**config.mk**
```make
export PLATFORM = sky130hd
export DESIGN_NAME = sgdm_out_fifo_flat
export DESIGN_NICKNAME = d
export VERILOG_FILES = /design/src/sv/sgdm_pkg.sv /design/src/sv/sgdm_if.sv /design/src/sv/sgdm_out_fifo.sv /design/src/flat_wrapper.sv
export SDC_FILE = /design/constraint.sdc
export NUM_CORES = 1
export LEC_CHECK = 0
export BUFFER_PORTS_ARGS = -buffer_cell sky130_fd_sc_hd__buf_2
export CAP_MARGIN = 20
export CELL_PAD_IN_SITES_DETAIL_PLACEMENT = 1
export CELL_PAD_IN_SITES_GLOBAL_PLACEMENT = 2
export CORE_UTILIZATION = 25
export DETAILED_ROUTE_END_ITERATION = 10
export PLACE_DENSITY = 0.44
export SETUP_SLACK_MARGIN = 0.2
export SLEW_MARGIN = 15
export SYNTH_ARGS = -nofsm -noshare
export SYNTH_HDL_FRONTEND = slang
export SYNTH_SLANG_ARGS = --single-unit
```
**constraint.sdc**
```tcl
create_clock -name clk -period 19.4 [get_ports clk]
set_input_delay 3.88 -clock clk [delete_from_list [all_inputs] [get_ports clk]]
set_output_delay 3.88 -clock clk [all_outputs]
set_load 0.005 [all_outputs]
```
**src/sv/sgdm_pkg.sv**
```systemverilog
// ----------------------------------------------------------------------------
// sgdm_pkg
// shared types, constants and fixed-point helpers for the sgd momentum
// update unit
// ----------------------------------------------------------------------------
package sgdm_pkg;

  localparam int ELEMENT_COUNT = 4096;
  localparam int ADDR_W        = (ELEMENT_COUNT > 1) ? $clog2(ELEMENT_COUNT) : 1;

  localparam int IDX_W     = 12;
  localparam int VAL_W     = 32;
  localparam int COEF_W    = 24;
  localparam int PROD_W    = VAL_W + COEF_W;
  localparam int Q_SHIFT   = 24;
  localparam int SUM_W     = VAL_W + 2;
  localparam int CFG_W     = 24;
  localparam int CFG_IDX_W = 2;

  localparam int OUT_FIFO_DEPTH = 8;
  localparam int FIFO_PTR_W     = $clog2(OUT_FIFO_DEPTH);
  localparam int FIFO_CNT_W     = $clog2(OUT_FIFO_DEPTH + 1);

  localparam logic [CFG_IDX_W-1:0] REG_LEARNING_RATE   = 2'd0;
  localparam logic [CFG_IDX_W-1:0] REG_MOMENTUM_FACTOR = 2'd1;
  localparam logic [CFG_IDX_W-1:0] REG_WEIGHT_DECAY    = 2'd2;
  localparam logic [CFG_IDX_W-1:0] REG_USE_MOMENTUM    = 2'd3;

  localparam logic [PROD_W-1:0]       Q_HALF  = PROD_W'(1) << (Q_SHIFT - 1);
  localparam logic signed [SUM_W-1:0] SUM_MAX = SUM_W'(64'sh7FFF_FFFF);
  localparam logic signed [SUM_W-1:0] SUM_MIN = SUM_W'(-64'sh8000_0000);

  typedef logic [IDX_W-1:0]         idx_t;
  typedef logic [ADDR_W-1:0]        addr_t;
  typedef logic signed [VAL_W-1:0]  val_t;
  typedef logic [VAL_W-1:0]         mag_t;
  typedef logic [COEF_W-1:0]        coef_t;
  typedef logic [PROD_W-1:0]        prod_t;
  typedef logic signed [VAL_W:0]    scaled_t;
  typedef logic signed [SUM_W-1:0]  sum_t;

  typedef struct packed {
    val_t new_param;
    val_t new_momentum;
  } result_t;

  function automatic mag_t magnitude(val_t v);
    return v[VAL_W-1] ? mag_t'(-v) : mag_t'(v);
  endfunction

  function automatic prod_t scale_mag(val_t v, coef_t c);
    return prod_t'(magnitude(v)) * prod_t'(c);
  endfunction

  // rounds half away from zero, then restores the sign
  function automatic scaled_t round_scaled(prod_t p, logic neg);
    prod_t   t;
    scaled_t r;
    t = (p + Q_HALF) >> Q_SHIFT;
    r = scaled_t'(t[VAL_W:0]);
    return neg ? -r : r;
  endfunction

  function automatic val_t sat_val(sum_t s);
    if (s > SUM_MAX) begin
      return val_t'(SUM_MAX);
    end else if (s < SUM_MIN) begin
      return val_t'(SUM_MIN);
    end
    return s[VAL_W-1:0];
  endfunction

  function automatic logic in_store(idx_t i);
    return 64'(i) < 64'(ELEMENT_COUNT);
  endfunction

endpackage

```
**src/sv/sgdm_if.sv**
```systemverilog


interface sgdm_out_if;
  logic                valid;
  logic                ready;
  sgdm_pkg::val_t      new_param;
  sgdm_pkg::val_t      new_momentum;

  modport source (output valid, output new_param, output new_momentum, input ready);
  modport sink   (input valid, input new_param, input new_momentum, output ready);
endinterface

```
**src/sv/sgdm_out_fifo.sv**
```systemverilog
// ----------------------------------------------------------------------------
// sgdm_out_fifo
// result buffer between the update pipeline and the output channel
// ----------------------------------------------------------------------------
module sgdm_out_fifo (
  input  logic                clk,
  input  logic                rst_n,
  input  logic                push,
  input  sgdm_pkg::result_t   push_data,
  sgdm_out_if.source          out_ch
);

  sgdm_pkg::result_t                     mem_r [sgdm_pkg::OUT_FIFO_DEPTH];
  logic [sgdm_pkg::FIFO_PTR_W-1:0]       wr_ptr_r, wr_ptr_nxt;
  logic [sgdm_pkg::FIFO_PTR_W-1:0]       rd_ptr_r, rd_ptr_nxt;
  logic [sgdm_pkg::FIFO_CNT_W-1:0]       cnt_r, cnt_nxt;
  logic                                  pop;

  assign out_ch.valid        = (cnt_r != '0);
  assign out_ch.new_param    = mem_r[rd_ptr_r].new_param;
  assign out_ch.new_momentum = mem_r[rd_ptr_r].new_momentum;
  assign pop                 = out_ch.valid && out_ch.ready;

  always_comb begin
    wr_ptr_nxt = push ? wr_ptr_r + 1'b1 : wr_ptr_r;
    rd_ptr_nxt = pop  ? rd_ptr_r + 1'b1 : rd_ptr_r;
    cnt_nxt    = cnt_r + sgdm_pkg::FIFO_CNT_W'(push) - sgdm_pkg::FIFO_CNT_W'(pop);
  end

  always_ff @(posedge clk) begin
    if (!rst_n) begin
      wr_ptr_r <= '0;
      rd_ptr_r <= '0;
      cnt_r    <= '0;
    end else begin
      wr_ptr_r <= wr_ptr_nxt;
      rd_ptr_r <= rd_ptr_nxt;
      cnt_r    <= cnt_nxt;
    end
  end

  always_ff @(posedge clk) begin
    if (push) begin
      mem_r[wr_ptr_r] <= push_data;
    end
  end

endmodule

```
**src/flat_wrapper.sv**
```systemverilog
// flat-port wrapper written by rule: the top's interface ports become plain ports
module sgdm_out_fifo_flat 
  (clk, rst_n, push, push_data, out_ch_valid, out_ch_new_param, out_ch_new_momentum, out_ch_ready);
  sgdm_out_if out_ch_i ();
  input  logic clk;
  input  logic rst_n;
  input  logic push;
  input  sgdm_pkg::result_t push_data;
  output wire logic [$bits(out_ch_i.valid)-1:0] out_ch_valid;
  output wire logic [$bits(out_ch_i.new_param)-1:0] out_ch_new_param;
  output wire logic [$bits(out_ch_i.new_momentum)-1:0] out_ch_new_momentum;
  input wire logic [$bits(out_ch_i.ready)-1:0] out_ch_ready;
  assign out_ch_valid = out_ch_i.valid;
  assign out_ch_new_param = out_ch_i.new_param;
  assign out_ch_new_momentum = out_ch_i.new_momentum;
  assign out_ch_i.ready = out_ch_ready;
  sgdm_out_fifo u_core (.clk(clk), .rst_n(rst_n), .push(push), .push_data(push_data), .out_ch(out_ch_i));
endmodule
```
* Yosys cells after proc, flatten, opt, wreduce, memory -nomap -nowiden
Memory sizes are Yosys's and may differ from the RTL's. A register that Yosys moved wholly into a read port is not among the register bits.
Cells that the tools add are included.
** Storage, ports and cells
- Flip-flop bits (word level) :: 10
- RAM bits :: 512
- Input bits :: 68
- Output and inout port bits :: 65
- Memories kept :: 1
** Cells by class
- Add/subtract/negate cells :: 4
- Muxes and demuxes :: 4
- Reduce and logical (&&, ||, !) cells :: 2
** Memory list
- u_core.mem_r :: depth 8, bits a word 64, rd ports 1, clocked after Yosys merged registers in 1, wr ports 1, RTL line sgdm_out_fifo.sv:13 : sgdm_pkg::result_t mem_r [sgdm_pkg::OUT_FIFO_DEPTH];
** Operator list (number)
- adder 3 x 1 -> 3 bit, second input constant :: 2
- 2-to-1 mux 3 bit :: 2
- adder 4 x 1 -> 4 bit :: 1
- nonzero test 4 bit :: 1
- subtractor 4 x 1 -> 4 bit :: 1
- 2-to-1 mux 1 bit :: 2
- logical AND 1 bit :: 1

* Logic depth before layout (Yosys ltp)
Gate-level depths: netlist of the first run.
- Word-level depth :: 4
- Gate-level depth with buffers :: 10
- Mapped depth without buffers :: 10

* Worst setup path after synthesis of the first run
No wires, ideal clock.
- Path type :: input to register
- Start :: input push
- End :: memory u_core.mem_r[0][0] (netlist name) (enable)
- Library setup time :: 0.565 ns
- Arrival time :: 8.325 ns
- Data required time :: 18.835 ns
- Slack :: 10.510 ns
- Stages on the path :: 2
- Buffers on the path :: 0
- Path through :: nand2b_1 nor3_1
** On the way
- Word-level cells in the longest chain between the ends :: 2
** Ends and longest elaborated chain
- start: declaration :: RTL line flat_wrapper.sv:7 : input logic push;
- 2-to-1 mux 1 bit :: RTL line sgdm_out_fifo.sv:43 : if (push) begin
- 2-to-1 mux 1 bit (not written as such) :: RTL line sgdm_out_fifo.sv:44 : mem_r[wr_ptr_r] <= push_data;
- end: declaration :: RTL line sgdm_out_fifo.sv:13
No other way between the ends.

==> qor.csv, run 1 <==
stage,metric,value,unit
run_status,outcome,finished clean,
worst_setup_path,Worst Path Max Fanout,61,
routing,drt drc,0,
hold_path,hold crit path type,flop to flop,
logic_synthesis,Post-Synthesis Cell Area,19900,sq um
routing,final WL,47000,microns
power,Pwr Density,113,nW/um^2
logic_synthesis,top cells by instance count after synthesis,"edfxtp_1 (512), mux4_2 (128), mux2_2 (64)",
sta,final worst path period share,39.1,%
sta,fin crit period,7590,ps
worst_setup_path,startpoint types,flop,
logic_synthesis,"area leader, netlist",edfxtp_1,
placement,DP Cell Count,1975,
layout,post-layout util,29.9,%
routing,number of DRC markers in iteration 0,426,
worst_setup_path,flop-to-flop setup slack,16860,ps
floorplanning,Boundary Pins,133,
routing,wire per inst,22.6,microns
routing,first drt pass iteration count,4,
sta,fin worst setup slack,11810,ps
run,max_cap viols,0,
layout,final net count,1061,
sta,Relative slew margins,29.3,%
logic_synthesis,"Avg Cell Area, Syn",24.5,sq um
worst_setup_path,reg2reg start,u_core.wr_ptr_r[2],
global_route,grt ovf,0,
logic_synthesis,Main synth FF type,edfxtp_1,
logic_synthesis,"count leader, synth",edfxtp_1,
clock_network,Post-CTS Hold Buffers,0,
power,Peak VDD IR,0.0685,mV
clock_network,TritonCTS clock tree,yes,
placement,HPWL Detailed,24100,microns
worst_setup_path,r2r worst-path depth,3,
global_route,largest net degree at the start of global routing,89,
logic_synthesis,syn nets,886,
worst_setup_path,worst path required time,15520,ps
routing,Vias,8792,
layout,Final Cell Area,23600,sq um
worst_setup_path,reg-to-reg endpoint,u_core.mem_r[2][42],
worst_setup_path,CP endpoint kind,output pin,
floorplanning,core area,78900,sq um
placement,IO buf count,132,
clock_network,worst-skew pair later-pin latency,610,ps
global_route,first-pass GRT wire length,69000,microns
sta,Tightest Pin Transition,1060,ps
logic_synthesis,Synth Register Bits,525,
clock_network,CTS Buf Count,59,
power,Leakage,7.32,nW
power,Clk pwr share,37.8,%
power,"Power, Total",2.66,mW
clock_network,post-CTS sizing,0,
logic_synthesis,Area contributors post-synth,"edfxtp_1 (77%), mux4_2 (15%), mux2_2 (3.6%)",
layout,share of cells above drive strength 1,41.9,%
clock_network,CTS H-tree lvls,2,
logic_synthesis,Yosys cell types,26,
worst_setup_path,Worst Path Arrival,3710,ps
power,Combinational Power Share,13.0,%
sta,Peak Freq,0.132,GHz
floorplanning,Die X,284,microns
placement,DP Worst Slack,12290,ps
sta,Finish-stage setup viols,0,
clock_network,"Reg clk slew, reported paths",50,ps
logic_synthesis,Gate Count Post-Synth,811,
power,Sw Pwr,0.634,mW
logic_synthesis,number of synthesized flops with an enable pin,512,
global_route,vias in the first global route,10000,
clock_network,CTS root buf,clkbuf_16,
global_route,initial antenna violation count,6,
floorplanning,starting density of the core,25.2,%
logic_synthesis,Yosys top cell area share,77.4,%
sta,RSZ-0062 raised after global routing,no,
sta,Final Hold Fails,0,
sta,Final TNS setup,0,ps
routing,via/cell ratio,4.22,
global_route,Total GRT Usage,11.7,%
worst_setup_path,crit path capture,out_ch_new_param[2],
power,Sequential Power Share,49.2,%
floorplanning,row count,103,
sta,worst hold margin,488,ps
layout,Area Growth Syn to Fin,18.6,%
worst_setup_path,Worst Setup Path Type,flop to output pin,
logic_synthesis,sequential fraction of the synthesis area,78.7,%
sta,Final Skew,15.9,ps
routing,Routed Antenna Nets,0,
logic_synthesis,ys async rst share,0,%
floorplanning,total die area,80600,sq um
clock_network,clock buffer depth,3,
clock_network,clock tree sinks,525,
layout,fin cells,2085,
sta,"Slew Viols, Final",0,
power,Cell Int Power,2.03,mW
placement,placed cell areas,21800,sq um
logic_synthesis,synth warn,0,
floorplanning,chip height,284,microns
placement,Placer Congestion,0.629,
power,Switching Share,23.8,%
clock_network,"Setup Fix Bufs, Post-CTS",0,
cell usage in the layout (no fill, tap or decap), drive strengths merged, types with 2 or more instances in the layout:
cell type  synthesis  layout
buf               27     150
clkbuf             9      82
nor3               2       2
nor2b              2       2
inv                4       6
ha                 6       6
edfxtp           512     512
mux4             128     128
clkinvlp           0       2
and2               4       4
clkinv             0      23
nand2b             6       6
mux2i              9       9
xnor2              2       2
dfxtp             13      13
mux2              64      64
nand2              9       9
nor2               7       7
worst min path at each step:
stage	startpoint	endpoint	cells past startpoint	slack [ps]
2_1_floorplan	u_core.rd_ptr_r[2]	flop	2	460
5_1_grt	u_core.rd_ptr_r[2]	u_core.rd_ptr_r[2]	2	520
3_3_place_gp	u_core.rd_ptr_r[2]	u_core.rd_ptr_r[2]	2	460
6_report	u_core.rd_ptr_r[2]	u_core.rd_ptr_r[2]	2	490
4_1_cts	u_core.rd_ptr_r[2]	u_core.rd_ptr_r[2]	2	500
3_5_place_dp	u_core.rd_ptr_r[2]	u_core.rd_ptr_r[2]	2	490
per-layer routing:
| layer | wire [microns] | up-vias | GRT usage [%] |
|---|---|---|---|
| li1 | - | 3800 | - |
| met1 | 21000 | 4753 | 15.4 |
| met2 | 23100 | 163 | 19.6 |
| met3 | 1990 | 68 | 2.63 |
| met4 | 878 | 8 | 3.19 |
| met5 | 58 | - | 0 |
registers in the layout, summed over array words and instances (netlist names), named ones only:
signal / cells
u_core.mem_r: 512
u_core.cnt_r: 4
u_core.rd_ptr_r: 3
u_core.wr_ptr_r: 3
power groups by stage:
| stage | logic (mW) | clock network, mW | registers, mW |
|---|---|---|---|
| global route | 0.379 | 1.09 | 1.32 |
| finish | 0.346 | 1.01 | 1.31 |
| global placement | 0.360 | 0 | 1.34 |
| detailed placement | 0.361 | 0 | 1.34 |
| CTS | 0.362 | 1.05 | 1.31 |
| floorplan | 0.242 | 0 | 1.31 |
layout make-up:
type	count	area, sq um
Antenna cell	1	2.50
Clock buffer	82	1580
Clock inverter	27	148
Fill cell	7912	55300
Inverter	4	15.0
Multi-Input combinational cell	246	4050
Sequential cell	525	15600
Tap cell	1050	1310
Timing Repair Buffer	150	808
critical path, stage by stage, from the launching register on:
cell	delay, ps
dfxtp_4	470
buf_4	820
buf_4	860
mux4_2	440
mux2_2	300
buf_2	130
logic make-up (layout without fill, tap and decap cells):
kind of cell / count (synthesis) / in the layout / synth area share (%)
AO/OA/AOI/OAI: 2 / 2 / 0.0629
multiplexers: 201 / 201 / 18.6
adder cells (fa/ha/maj): 7 / 7 / 0.478
buffers and inverters: 40 / 263 / 1.25
AND/OR/NAND/NOR: 33 / 33 / 0.831
XOR/XNOR: 3 / 3 / 0.132
flip-flops: 525 / 525 / 78.7
other: 0 / 1 / 0
(Power assumes the default switching activity.)
==> inputs of run 2 (changes only) <==
--- a/config.mk
+++ b/config.mk
@@ -5,13 +5,14 @@
 export SDC_FILE = /design/constraint.sdc
 export NUM_CORES = 1
 export LEC_CHECK = 0
+export ABC_AREA = 1
 export BUFFER_PORTS_ARGS = -buffer_cell sky130_fd_sc_hd__buf_2
 export CAP_MARGIN = 20
 export CELL_PAD_IN_SITES_DETAIL_PLACEMENT = 1
 export CELL_PAD_IN_SITES_GLOBAL_PLACEMENT = 2
 export CORE_UTILIZATION = 25
 export DETAILED_ROUTE_END_ITERATION = 10
-export PLACE_DENSITY = 0.44
+export PLACE_DENSITY = 0.54
 export SETUP_SLACK_MARGIN = 0.2
 export SLEW_MARGIN = 15
 export SYNTH_ARGS = -nofsm -noshare
==> constraint.sdc (replaced) <==
create_clock -name clk -period 6.35 [get_ports clk]
set_input_delay 1.27 -clock clk [delete_from_list [all_inputs] [get_ports clk]]
set_output_delay 1.27 -clock clk [all_outputs]
set_load 0.005 [all_outputs]
==> run 2 against run 1 <==
Setup slack worse by 10000 ps. Combinational power rose to 5.6 times the previous value. Global-route usage up 2.5 points. Via count up 73%. Cell area up 14%. Sequential share of layout area down 8.0 points. Register-to-register slack worse by 13000 ps. Clock skew down 0.56 ps. Routed wire length up 39%. Area after synthesis up 16%. Clock power rose to 3.4 times the previous value. Final cell count up 75%. Highest routed layer unchanged.
==> qor.csv, run 2 <==
stage,metric,value,unit,change
logic_synthesis,adder-cell share of the synthesized area,0.414,%,was 0.478%
routing,final WL,65400,microns,"was 47,000 microns"
sta,fin worst setup slack,1700,ps,"was 11,810 ps"
floorplanning,starting density of the core,25.4,%,was 25.2%
logic_synthesis,post-synthesis compound-gate area fraction,0.261,%,was 0.0630%
run,max_cap viols,0,,unchanged
sta,final worst path period share,73.2,%,
layout,max reg flops,512,,unchanged
layout,"commonest non-fill, non-tap cell in the layout",nand2_1,,was edfxtp_1
placement,placed cell areas,24800,sq um,"was 21,800 sq um"
layout,Largest regs,"u_core.mem_r x512, u_core.cnt_r x4",,unchanged
clock_network,"Setup Fix Bufs, Post-CTS",0,,unchanged
clock_network,CTS root buf,clkbuf_16,,unchanged
power,Pwr Density,351,nW/um^2,was 113 nW/um^2
floorplanning,row count,110,,was 103
routing,drt drc,0,,unchanged
routing,number of DRC markers in iteration 0,590,,was 426
global_route,first-pass GRT wire length,99500,microns,"was 69,000 microns"
layout,Final Cell Area,26800,sq um,"was 23,600 sq um"
sta,Relative slew margins,36.7,%,was 29.3%
logic_synthesis,syn nets,2376,,was 886
logic_synthesis,main combinational cell family by area after synthesis,simple AND/OR/NAND/NOR gates,,was multiplexers
layout,share of cells above drive strength 1,10.3,%,was 41.9%
routing,first drt pass iteration count,4,,unchanged
logic_synthesis,"count leader, synth",nand2_1,,was edfxtp_1
floorplanning,Die X,305,microns,was 284 microns
worst_setup_path,Worst Path Arrival,3380,ps,was 3710 ps
floorplanning,total die area,93200,sq um,"was 80,600 sq um"
clock_network,CTS Buf Count,66,,was 59
logic_synthesis,post-synthesis mux area share,0,%,was 18.6%
sta,Tightest Pin Transition,950,ps,was 1060 ps
clock_network,clock buffer depth,3,,unchanged
layout,most flop-heavy register,u_core.mem_r,,unchanged
clock_network,post-CTS sizing,0,,unchanged
sta,Finish-stage setup viols,0,,unchanged
worst_setup_path,startpoint types,flop,,unchanged
global_route,initial antenna violation count,13,,was 6
logic_synthesis,top cells by instance count after synthesis,"nand2_1 (847), inv_1 (528), edfxtp_1 (512)",,"was edfxtp_1 (512), mux4_2 (128), mux2_2 (64)"
logic_synthesis,synth warn,0,,unchanged
global_route,vias in the first global route,16200,,"was 10,000"
clock_network,CTS H-tree lvls,3,,was 2
logic_synthesis,Gate Count Post-Synth,2301,,was 811
worst_setup_path,worst path required time,5080,ps,"was 15,520 ps"
floorplanning,chip height,305,microns,was 284 microns
worst_setup_path,Worst Path Max Fanout,177,,was 61
sta,RSZ-0062 raised after global routing,no,,unchanged
sta,Final TNS setup,0,ps,unchanged
placement,HPWL Detailed,34100,microns,"was 24,100 microns"
routing,Routed Antenna Nets,0,,unchanged
layout,final net count,2500,,"was 1,061"
clock_network,TritonCTS clock tree,yes,,unchanged
logic_synthesis,Area contributors post-synth,"edfxtp_1 (67%), nand2_1 (14%), inv_1 (8.6%)",,"was edfxtp_1 (77%), mux4_2 (15%), mux2_2 (3.6%)"
power,Peak VDD IR,0.199,mV,was 0.0685 mV
logic_synthesis,Post-Synth Simple-Gate Area,19.9,%,was 0.831%
clock_network,clock tree sinks,525,,unchanged
sta,Peak Freq,0.215,GHz,
placement,DP Cell Count,3533,,"was 1,975"
clock_network,Post-CTS Hold Buffers,0,,unchanged
floorplanning,Boundary Pins,133,,unchanged
sta,Final Hold Fails,0,,unchanged
worst_setup_path,Worst Setup Path Type,flop to output pin,,unchanged
logic_synthesis,sequential fraction of the synthesis area,68.0,%,was 78.7%
routing,Vias,15200,,"was 8,792"
clock_network,"Reg clk slew, reported paths",50,ps,about the same
global_route,Total GRT Usage,14.2,%,was 11.7%
global_route,grt ovf,0,,unchanged
logic_synthesis,Yosys cell types,18,,was 26
clock_network,worst-skew pair later-pin latency,600,ps,was 610 ps
placement,Placer Congestion,0.683,,was 0.629
logic_synthesis,number of synthesized flops with an enable pin,512,,unchanged
worst_setup_path,CP endpoint kind,output pin,,unchanged
logic_synthesis,xor-xnor portion of the synthesized cell area,0,%,was 0.132%
sta,Final Skew,15.4,ps,was 15.9 ps
run_status,outcome,finished clean,,unchanged
logic_synthesis,"Avg Cell Area, Syn",9.99,sq um,was 24.5 sq um
logic_synthesis,"area leader, netlist",edfxtp_1,,unchanged
layout,most frequent cells in the layout,"nand2_1 (847), inv_1 (527), edfxtp_1 (512)",,"was edfxtp_1 (512), buf_2 (132), mux4_2 (128)"
sta,"Slew Viols, Final",0,,unchanged
logic_synthesis,ys async rst share,0,%,unchanged
routing,via/cell ratio,4.16,,was 4.22
placement,DP Worst Slack,2270,ps,"was 12,290 ps"
power,Leakage,12.0,nW,was 7.32 nW
logic_synthesis,Synth Register Bits,525,,unchanged
placement,IO buf count,132,,unchanged
floorplanning,core area,90600,sq um,"was 78,900 sq um"
global_route,largest net degree at the start of global routing,178,,was 89
hold_path,hold crit path type,flop to flop,,unchanged
sta,fin crit period,4650,ps,
logic_synthesis,Yosys top cell area share,66.9,%,was 77.4%
layout,fin cells,3649,,"was 2,085"
logic_synthesis,Post-Synthesis Cell Area,23000,sq um,"was 19,900 sq um"
layout,Area Growth Syn to Fin,16.5,%,was 18.6%
logic_synthesis,Main synth FF type,edfxtp_1,,unchanged
routing,wire per inst,17.9,microns,was 22.6 microns
run 2: cells by family after synthesis:
kind of cell / count (synthesis)
and+or+nand+nor: 1128
buffers and inverters: 629
DFF: 525
AOI/OAI and AO/OA: 12
adders and majority gates: 7
run 2: area by class of cell:
type                            count  area [sq um]
Fill cell                       10200         63800
Sequential cell                   525         15600
Multi-Input combinational cell   1147          4780
Inverter                          530          2000
Clock buffer                       88          1810
Tap cell                         1176          1470
Timing Repair Buffer              155           908
Clock inverter                     27           154
Antenna cell                        1          2.50
run 2: final timing paths:
kind / start / to / slack [ps] / cells after the start
setup reg to reg: u_core.wr_ptr_r[0] / u_core.mem_r[1][37] / 3980 / 3
hold / removal: u_core.wr_ptr_r[0] / u_core.wr_ptr_r[0] / 490 / 2
hold reg to reg: u_core.wr_ptr_r[0] / u_core.wr_ptr_r[0] / 490 / 2
setup / recovery: flop / out_ch_new_momentum[26] / 1700 / 8
run 2: metal layers:
| metal | up-vias | track usage, % | routed length [microns] |
|---|---|---|---|
| met5 | - | 0 | 98 |
| met2 | 184 | 24.7 | 31700 |
| met4 | 16 | 4.24 | 1620 |
| met3 | 114 | 2.79 | 2460 |
| li1 | 7396 | - | - |
| met1 | 7469 | 17.7 | 29500 |
run 2: critical path, stage by stage (launching register included):
cell and delay, ps:
dfxtp_4 560, buf_12 670, buf_4 700, nand2_1 130, nand3_1 110, nand2_1 70
nand2_1 50, nand2_1 150, buf_2 170
run 2: through the flow:
stage	utilization, %	hold WS (ps)	power, mW
6_report	29.6	492	9.39
3_3_place_gp	27.4	481	6.05
4_1_cts	29.6	496	9.63
3_5_place_dp	27.4	487	6.09
2_1_floorplan	-	465	5.33
5_1_grt	29.6	517	9.95
run 2: power by group:
group / total (mW) / leakage [nW] / switching (mW) / internal (mW)
logic: 1.95 / 6.29 / 1.34 / 0.607
clock network: 3.47 / 0.962 / 1.44 / 2.03
registers: 3.97 / 4.76 / 0.0659 / 3.90
total: 9.39 / 12.0 / 2.85 / 6.54
==> inputs of run 3 (changes only) <==
--- a/config.mk
+++ b/config.mk
@@ -12,7 +12,7 @@
 export CELL_PAD_IN_SITES_GLOBAL_PLACEMENT = 2
 export CORE_UTILIZATION = 25
 export DETAILED_ROUTE_END_ITERATION = 10
-export PLACE_DENSITY = 0.54
+export PLACE_DENSITY = 0.52
 export SETUP_SLACK_MARGIN = 0.2
 export SLEW_MARGIN = 15
 export SYNTH_ARGS = -nofsm -noshare
==> constraint.sdc (replaced) <==
create_clock -name clk -period 4.8 [get_ports clk]
set_input_delay 0.96 -clock clk [delete_from_list [all_inputs] [get_ports clk]]
set_output_delay 0.96 -clock clk [all_outputs]
set_load 0.005 [all_outputs]
==> run 3 against run 2 <==
Routed wire length rose by 0.29%. Sequential share of layout area decreased by 0.43 points. Critical path depth unchanged. Setup slack worse by 660 ps. Total power grew 34%. Die area did not move. Clock power increased by 36%. Global-route usage is essentially flat. Cell area grew 0.73%. Critical endpoint is now out_ch_new_momentum[4]. Largest cell class unchanged. Highest routed layer unchanged.
==> qor.csv, run 3 (synthesized netlist as in run 2, its figures left out) <==
stage,metric,value,unit,change
run_status,outcome,finished clean,,unchanged
worst_setup_path,startpoint types,flop,,unchanged
layout,fin cells,3660,,"was 3,649"
routing,final WL,65600,microns,"was 65,400 microns"
worst_setup_path,Worst Path Max Fanout,104,,was 177
global_route,met2 usage,25.0,%,was 24.7%
clock_network,clock buffer depth,3,,unchanged
layout,ANT cells,0,,was 1
global_route,M1 GR Usage,17.5,%,was 17.7%
power,Peak VDD IR,0.213,mV,was 0.199 mV
floorplanning,starting density of the core,25.4,%,unchanged
routing,wire per inst,17.9,microns,about the same
clock_network,CTS Buf Count,67,,was 66
global_route,initial antenna violation count,11,,was 13
clock_network,clock tree sinks,525,,unchanged
worst_setup_path,crit path cell chain,inv_8 > buf_12 > nand2_1 > nand3_1 > nand2_1 > nand2_1 > nand2_1 > buf_2,,was buf_12 > buf_4 > nand2_1 > nand3_1 > nand2_1 > nand2_1 > nand2_1 > buf_2
sta,Final Hold Fails,0,,unchanged
sta,Final TNS setup,0,ps,unchanged
sta,Final Skew,17.2,ps,was 15.4 ps
worst_setup_path,CP peak stage delay,750,ps,was 700 ps
worst_setup_path,CP endpoint kind,output pin,,unchanged
placement,DP Cell Count,3538,,"was 3,533"
run,max_cap viols,0,,unchanged
sta,fin crit period,3760,ps,
global_route,vias in the first global route,16200,,about the same
clock_network,Post-CTS Hold Buffers,0,,unchanged
global_route,GRT met3 Usage,3.00,%,was 2.79%
global_route,Total GRT Usage,14.2,%,about the same
sta,RSZ-0062 raised after global routing,no,,unchanged
clock_network,worst-skew pair later-pin latency,590,ps,was 600 ps
floorplanning,chip height,305,microns,unchanged
global_route,busiest layer in global routing,met2,,unchanged
placement,IO buf count,132,,unchanged
floorplanning,Die X,305,microns,unchanged
clock_network,post-CTS sizing,0,,unchanged
worst_setup_path,worst path bufs/invs,3,,unchanged
routing,Routed Antenna Nets,0,,unchanged
global_route,grt ovf,0,,unchanged
sta,final worst path period share,78.3,%,
floorplanning,Boundary Pins,133,,unchanged
routing,number of DRC markers in iteration 0,515,,was 590
global_route,first-pass GRT wire length,99900,microns,"was 99,500 microns"
layout,Reg area,15600,sq um,unchanged
power,"Power, Total",12.6,mW,was 9.39 mW
hold_path,hold crit path type,flop to flop,,unchanged
worst_setup_path,Worst Setup Path Type,flop to output pin,,unchanged
clock_network,CTS root buf,clkbuf_16,,unchanged
layout,max reg flops,512,,unchanged
worst_setup_path,"Top cell by count, worst path",nand2_1,,unchanged
layout,most frequent cells in the layout,"nand2_1 (847), inv_1 (527), edfxtp_1 (512)",,unchanged
layout,Area Growth Syn to Fin,17.3,%,was 16.5%
clock_network,CTS H-tree lvls,3,,unchanged
floorplanning,row count,110,,unchanged
routing,first drt pass iteration count,4,,unchanged
layout,share of cells above drive strength 1,10.5,%,was 10.3%
layout,final net count,2506,,"was 2,500"
clock_network,"Reg clk slew, reported paths",60,ps,was 50 ps
sta,Relative slew margins,30.8,%,was 36.7%
clock_network,"Setup Fix Bufs, Post-CTS",0,,unchanged
sta,"Slew Viols, Final",0,,unchanged
sta,Finish-stage setup viols,0,,unchanged
worst_setup_path,CP top delay family,buffers and inverters,,unchanged
power,Leakage,12.1,nW,was 12.0 nW
sta,Peak Freq,0.266,GHz,
layout,Multi-input gate area,4780,sq um,unchanged
floorplanning,core area,90600,sq um,unchanged
worst_setup_path,worst path required time,3840,ps,was 5080 ps
worst_setup_path,Worst Path Arrival,2800,ps,was 3380 ps
clock_network,TritonCTS clock tree,yes,,unchanged
layout,Largest regs,"u_core.mem_r x512, u_core.cnt_r x4",,unchanged
sta,Tightest Pin Transition,1030,ps,was 950 ps
layout,fill count,10200,,about the same
routing,drt drc,0,,unchanged
routing,Vias,15200,,about the same
power,Pwr Density,466,nW/um^2,was 351 nW/um^2
layout,"commonest non-fill, non-tap cell in the layout",nand2_1,,unchanged
placement,Placer Congestion,0.690,,was 0.683
global_route,largest net degree at the start of global routing,153,,was 178
layout,most flop-heavy register,u_core.mem_r,,unchanged
placement,HPWL Detailed,34900,microns,"was 34,100 microns"
floorplanning,total die area,93200,sq um,unchanged
worst_setup_path,CP max stage cell,dfxtp_4,,was buf_4
routing,via/cell ratio,4.15,,was 4.16
## run 3: area by class of cell
class	instances	area share (%)
clock buffers	90	6.69
clock inverters	32	0.854
inverters	530	7.42
multi-input cells	1147	17.7
flip-flops and latches	525	58.0
well taps	1176	5.46
repair buffers	160	3.83
## run 3: metrics by stage
step           hold slack (ps)  setup slack (ps)  instance area (sq um)  utilization, %
6_report                   510              1040                  27000            29.8
2_1_floorplan              465               309                  23000               -
4_1_cts                    509               906                  27000            29.8
3_3_place_gp               481              1570                  24900            27.5
5_1_grt                    545               776                  27000            29.8
3_5_place_dp               501              1560                  24900            27.5
## run 3: per-layer routing
| metal | share of wire, % | wire length [microns] |
|---|---|---|
| met5 | 0.16 | 103 |
| met4 | 2.3 | 1490 |
| met3 | 3.8 | 2490 |
| met2 | 49 | 32400 |
| met1 | 44 | 29100 |
## run 3: power by group
group,switching (mW),internal [mW],total [mW]
Clock,1.96,2.76,4.72
Sequential,0.0753,5.16,5.24
Combinational,1.80,0.818,2.62
Total,3.84,8.74,12.6
## run 3: worst paths after layout
check	startpoint	end	slack (ps)	depth (start not counted)
min	u_core.wr_ptr_r[0]	u_core.wr_ptr_r[0]	510	2
max	flop	out_ch_new_momentum[4]	1040	8
min reg2reg	u_core.wr_ptr_r[0]	u_core.wr_ptr_r[0]	510	2
max reg2reg	u_core.wr_ptr_r[0]	u_core.mem_r[6][58]	2550	3
## run 3: tightest hold or removal path, stage by stage (launching register included)
cell and delay (ps):
dfxtp_1 330, nand2_1 70, a21oi_1 60
